[config.mk]
export PLATFORM = sky130hd
export DESIGN_NAME = prlf_ctrl
export DESIGN_NICKNAME = d
export VERILOG_FILES = /design/src/sv/prlf_pkg.sv /design/src/sv/prlf_ctrl.sv
export SDC_FILE = /design/constraint.sdc
export NUM_CORES = 1
export LEC_CHECK = 0
export BUFFER_PORTS_ARGS = -buffer_cell sky130_fd_sc_hd__buf_2
export CAP_MARGIN = 5
export CELL_PAD_IN_SITES_DETAIL_PLACEMENT = 1
export CELL_PAD_IN_SITES_GLOBAL_PLACEMENT = 2
export CORE_MARGIN = 2
export CORE_UTILIZATION = 23
export DETAILED_ROUTE_END_ITERATION = 10
export MAX_ROUTING_LAYER = met4
export PLACE_DENSITY_LB_ADDON = 0.25
export SLEW_MARGIN = 20
export SYNTH_ARGS = -nofsm -noshare
export SYNTH_HDL_FRONTEND = slang
export SYNTH_SLANG_ARGS = --single-unit
[constraint.sdc]
create_clock -name clk_i -period 2.1 [get_ports clk_i]
set_input_delay 0.42 -clock clk_i [delete_from_list [all_inputs] [get_ports clk_i]]
set_output_delay 0.42 -clock clk_i [all_outputs]
set_load 0.02 [all_outputs]
[src/sv/prlf_pkg.sv]
// ----------------------------------------------------------------------------
// prlf_pkg
// Shared types and constants of the LRU/FIFO page replacement block.
// ----------------------------------------------------------------------------
package prlf_pkg;

  // Fixed field widths
  localparam int unsigned ADDR_W      = 28;
  localparam int unsigned FRAME_OUT_W = 4;
  localparam int unsigned EVPAGE_W    = 10;
  localparam int unsigned COUNT_W     = 32;
  localparam int unsigned CFG_IDX_W   = 2;
  localparam int unsigned CFG_DATA_W  = 5;
  localparam int unsigned SHIFT_W     = 5;
  localparam int unsigned PCS_W       = 4;
  localparam int unsigned FIU_W       = 5;

  // Configuration register indexes
  typedef enum logic [CFG_IDX_W-1:0] {
    CFG_POLICY           = 2'd0,
    CFG_PAGE_SHIFT       = 2'd1,
    CFG_PAGE_COUNT_SHIFT = 2'd2,
    CFG_FRAMES_IN_USE    = 2'd3
  } cfg_idx_e;

  // Replacement policy
  typedef enum logic {
    POLICY_LRU  = 1'b0,
    POLICY_FIFO = 1'b1
  } policy_e;

  // Controller states
  typedef enum logic [2:0] {
    ST_CLEAR = 3'd0,
    ST_IDLE  = 3'd1,
    ST_LOOK  = 3'd2,
    ST_SCAN  = 3'd3,
    ST_EVICT = 3'd4,
    ST_PLACE = 3'd5,
    ST_RESP  = 3'd6
  } state_e;

  // Commands from controller to datapath
  typedef struct packed {
    logic clr_step;
    logic accept;
    logic res_oor;
    logic res_hit;
    logic scan_step;
    logic evict;
    logic place;
  } dp_cmd_t;

  // Status from datapath to controller
  typedef struct packed {
    logic clr_last;
    logic oor;
    logic map_hit;
    logic scan_done;
  } dp_status_t;

endpackage

[src/sv/prlf_ctrl.sv]
// ----------------------------------------------------------------------------
// prlf_ctrl
// Sequencer: clearing pass, lookup, victim scan, evict and place steps.
// ----------------------------------------------------------------------------
module prlf_ctrl (
  input  logic                  clk_i,
  input  logic                  rst_ni,
  input  logic                  start_i,
  output logic                  busy_o,
  output logic                  done_o,
  input  prlf_pkg::dp_status_t  status_i,
  output prlf_pkg::dp_cmd_t     cmd_o
);

  prlf_pkg::state_e state_q, state_d;

  // State register
  always_ff @(posedge clk_i or negedge rst_ni) begin
    if (!rst_ni) begin
      state_q <= prlf_pkg::ST_CLEAR;
    end else begin
      state_q <= state_d;
    end
  end

  // Next state
  always_comb begin
    state_d = state_q;
    unique case (state_q)
      prlf_pkg::ST_CLEAR: begin
        if (status_i.clr_last) state_d = prlf_pkg::ST_IDLE;
      end
      prlf_pkg::ST_IDLE, prlf_pkg::ST_RESP: begin
        if (start_i) state_d = prlf_pkg::ST_LOOK;
        else         state_d = prlf_pkg::ST_IDLE;
      end
      prlf_pkg::ST_LOOK: begin
        if (status_i.oor || status_i.map_hit) state_d = prlf_pkg::ST_RESP;
        else                                  state_d = prlf_pkg::ST_SCAN;
      end
      prlf_pkg::ST_SCAN: begin
        if (status_i.scan_done) state_d = prlf_pkg::ST_EVICT;
      end
      prlf_pkg::ST_EVICT: state_d = prlf_pkg::ST_PLACE;
      prlf_pkg::ST_PLACE: state_d = prlf_pkg::ST_RESP;
      default:            state_d = prlf_pkg::ST_IDLE;
    endcase
  end

  // Outputs and datapath commands
  always_comb begin
    cmd_o  = '0;
    busy_o = 1'b1;
    done_o = 1'b0;
    unique case (state_q)
      prlf_pkg::ST_CLEAR: cmd_o.clr_step = 1'b1;
      prlf_pkg::ST_IDLE: begin
        busy_o       = 1'b0;
        cmd_o.accept = start_i;
      end
      prlf_pkg::ST_RESP: begin
        busy_o       = 1'b0;
        done_o       = 1'b1;
        cmd_o.accept = start_i;
      end
      prlf_pkg::ST_LOOK: begin
        cmd_o.res_oor = status_i.oor;
        cmd_o.res_hit = !status_i.oor && status_i.map_hit;
      end
      prlf_pkg::ST_SCAN:  cmd_o.scan_step = 1'b1;
      prlf_pkg::ST_EVICT: cmd_o.evict     = 1'b1;
      prlf_pkg::ST_PLACE: cmd_o.place     = 1'b1;
      default: begin
        busy_o = 1'b1;
      end
    endcase
  end

endmodule

== After elaboration in Yosys (flattened, before gate mapping) ==
Cells that the tools add are included.
Word-level totals
  flip-flop bits (word level): 3
  output and inout port bits: 9
Operators by class
  equality and inequality tests: 8
  muxes and demuxes: 13
  reductions and logical operators: 6
Operators by type and width (count)
  case mux 3 bit (6 select lines): 1
  == test 3 bit (second input constant): 3
  two-way mux 3 bit: 3
  two-way mux 1 bit: 7
  == test 3 x 2 -> 1 bit (second input constant): 2
  two-way mux 2 bit: 2
  != test 2 bit (second input constant): 2
  == test 3 x 1 -> 1 bit (second input constant): 1
  zero test 3 bit: 1
  AND reduction 2 bit: 1
  OR reduction 2 bit: 1
  logical AND 1 bit: 1
  zero test 1 bit: 1
  logical OR 1 bit: 1

== Longest topological paths before layout ==
  depth in word-level cells: 3
  mapped depth: 7
  depth with buffers taken out: 6

== Least setup slack after synthesis ==
OpenSTA, ideal clock, no wires.
  path kind: register to output
  start: register state_q[2]
  end: output port cmd_o[3] in the netlist's numbering
  arrival: 1303 ps
  data required time: 1680 ps
  slack: 377 ps
  stages on the path, launching flop included: 3
  buffers on the path: 1
  cells stage by stage: dfrtp_1 > buf_6 > nor4b_1
RTL lines
  start: declaration: line prlf_ctrl.sv:15  | prlf_pkg::state_e state_q, state_d;
  start signal: assignment: line prlf_ctrl.sv:20  | state_q <= prlf_pkg::ST_CLEAR;
  start signal: assignment: line prlf_ctrl.sv:22  | state_q <= state_d;
  end: declaration: line prlf_ctrl.sv:12  | output prlf_pkg::dp_cmd_t cmd_o

==> results.md <==
* Status: finished clean
* CP required at 1.68 ns
* Synth Area in Simple Gates at 0.383
* Most frequent cells in the layout: buf_2 (15), nor3_1 (6), inv_1 (4), nor2_1 (4)
* Synthesized cell area at about 380 sq um
* Static Leak at approximately 0.27 nW
* GP Congestion at 0.679
* Sequential area share after synthesis at 0.198
* I/O Pins at 16
* Setup CP Type: reg -> out
* Synth Instances at 48
* Num rows at 14
* CTS HTree Levels at 1
* Setup TNS at 0 ns
* DRC violations left at 0
* Routing usage on met3 at 0.0122
* Root Driver: clkbuf_4
* Core footprint at approximately 0.0015 sq mm
* Area grow syn2layout at 33.7%
* Final slew viol count at 0
* Post-synthesis mux area share at 0.0264
* Biggest regs: state_q (3)
* Drt initial violations at 0
* Placed instance count at around 80
* Area leader, netlist: dfrtp_1
* Total CTS buffers at 3
* Post-route ant nets at 0
* Gr usage total at 0.131
* Clk Latency, worst-skew pair at between 0.2 and 0.25 ns
* Yosys top cell area share at 0.198
* Pwr Density at about 1500 mW/mm^2
* Pre-Repair DR Iteration Count at 1
* Hold Path Class: in -> async
* Worst Setup End Kind: primary output
* Most common cell after layout, fill and taps aside: buf_2
* DP HPWL at around 800 um
* Mean Syn Cell Area at slightly below 8 sq um
* Critical path's largest stage delay at 0.42 ns
* Period utilization at 0.894
* Initial Utilization at 0.249
* Fraction of layout cells with a size suffix above 1 at 0.441
* Final wirelength at around 1000 um
* Synth area leaders: dfrtp_1 (20%), nor3_1 (7.9%), nor2b_2 (4.6%)
* Yosys warns at 0
* Met2 Use GR at 0.212
* Routed length per instance at roughly 12 um
* Adder-cell area share of the yosys netlist at 0.0330
* Port Buf Inserts at 15
* Largest register by flop count: state_q
* Longest Clk Path Bufs at 2
* F_max at around 530 MHz
* WP data arrival at between 1 and 1.5 ns
* RSZ-0062 raised after global routing: false
* Slowest cell on the critical path: dfrtp_1
* GRT busiest layer: met2
* Xor/xnor share of the synthesized area at 0
* Vias per cell at roughly 4.8
* Clock Sinks at 3
* # resized after CTS at 0
* Vias in the first global route at roughly 400
* Non-filler instance count after layout at between 80 and 90
* Peak VDD IR at roughly 0.52 mV
* Antenna fix cells at 0
* Crit path cell chain: buf_4, nand2b_1, o21a_4, nor2b_2, buf_2
* Via count at 400
* Slew @ Worst Pin at roughly 0.25 ns
* Crit path time final at about 1.9 ns
* Die area at around 0.0020 sq mm
* Hold Vio Cnt, Final at 0
* Max-slew headroom at 0.831
* Synth Register Bits at 3
* Worst Path Max Fanout at 7
* Distinct cells, synth at 27
* Clk slew on worst S/H paths at 0.04 ns
* First-pass GRT wire length at 1730 um
* Setup crit start kind: flip-flop
* Synth Area in Compound Gates at 0.241
* Fill count at between 150 and 200
* Initial antenna violation count at 0
* Die W at about 45 um
* Nets at a little under 80
* CTS tree: yes
* Clock Skew at roughly 0.0016 ns
* Total power at 0.749 mW
* R2r setup slk at approximately 0.48 ns
* Max-cap violation count at 0
* Main combinational cell family by area after synthesis: simple AND/OR/NAND/NOR gates
* GR met1 Demand/Resource at 0.135
* Die H at roughly 45 um
* Setup violators final at 0
* Flip-flop count of the largest register after layout at 3
* Mapped Nets at 56
* Gr ovfl total at 0
* Largest net degree at the start of global routing at 14
[what timing repair did]
item                                   4_1_cts  5_1_grt
hold buffers                                 1        0
setup buffers                                0        0
endpoints found under the hold margin        3        0
setup endpoints to repair                    0        0
[critical path, delay by kind of cell, from the launching register on]
kind	cells	cell delay, ns
DFF	1	0.42
buffers and inverters	2	0.34
and+or+nand+nor	2	0.25
AOI/OAI and AO/OA	1	0.20
[cell type report]
cell class,count,area (sq um),area share
repair buffers,19,108,0.212
multi-input cells,37,259,0.511
well taps,16,20.0,0.0395
clock buffers,4,26.3,0.0519
flip-flops and latches,3,75.1,0.148
inverters,5,18.8,0.0370
[cells by family (layout without fill, tap and decap cells)]
group,Yosys count,in the layout
and+or+nand+nor,22,22
buffers and inverters,8,28
muxes,1,1
adders and majority gates,1,1
DFF,3,3
AOI/OAI and AO/OA,13,13
[synth_stat cells]
master    count
o31ai_1       2
ha_1          1
nor2_1        4
a21oi_2       1
buf_6         1
o22ai_1       2
nor3_1        6
o21ai_1       2
a211oi_1      1
o21ai_0       1
inv_1         4
nor4b_1       1
inv_2         1
nand2b_2      1
nor3b_1       1
and3_1        2
o21a_4        1
nand2b_4      1
and2b_4       1
buf_4         2
a21o_1        1
nor2b_2       2
a21oi_1       2
nand2b_1      2
dfrtp_1       3
or2_4         1
mux2i_1       1
[power by group]
group | internal (mW) | switching (mW) | total, mW
clock | 0.0714 | 0.0326 | 0.104
combinational | 0.238 | 0.295 | 0.532
sequential | 0.0830 | 0.0294 | 0.112
total | 0.392 | 0.357 | 0.749
[routing by layer]
layer | share of wire | vias up
met3 | 0.057 | 3
li1 | - | 206
met1 | 0.41 | 178
met2 | 0.50 | 13
met5 | 0 | -
met4 | 0.030 | 0
[stage by stage]
stage	hold WS [ns]	instance area (sq um)	worst slack, ns	util
after floorplan	0.124	379	0.377	-
after global placement	0.216	470	0.476	0.309
after detailed placement	0.220	470	0.469	0.309
after CTS	0.498	507	0.206	0.333
after global routing	0.522	507	0.0970	0.333
final	0.523	507	0.223	0.333
[path summary, 6_finish.rpt]
kind / endpoint / cells past startpoint / from
worst max-delay path: cmd_o[5] / 5 / state_q[2]
worst min-delay path: state_q[2] / 2 / rst_ni
worst max register to register: state_q[2] / 6 / state_q[1]
worst min register to register: state_q[1] / 2 / state_q[0]
max in group asynchronous: state_q[1] / 2 / rst_ni
min in group clk_i: state_q[0] / 4 / status_i[0]
(Power assumes the default switching activity.)
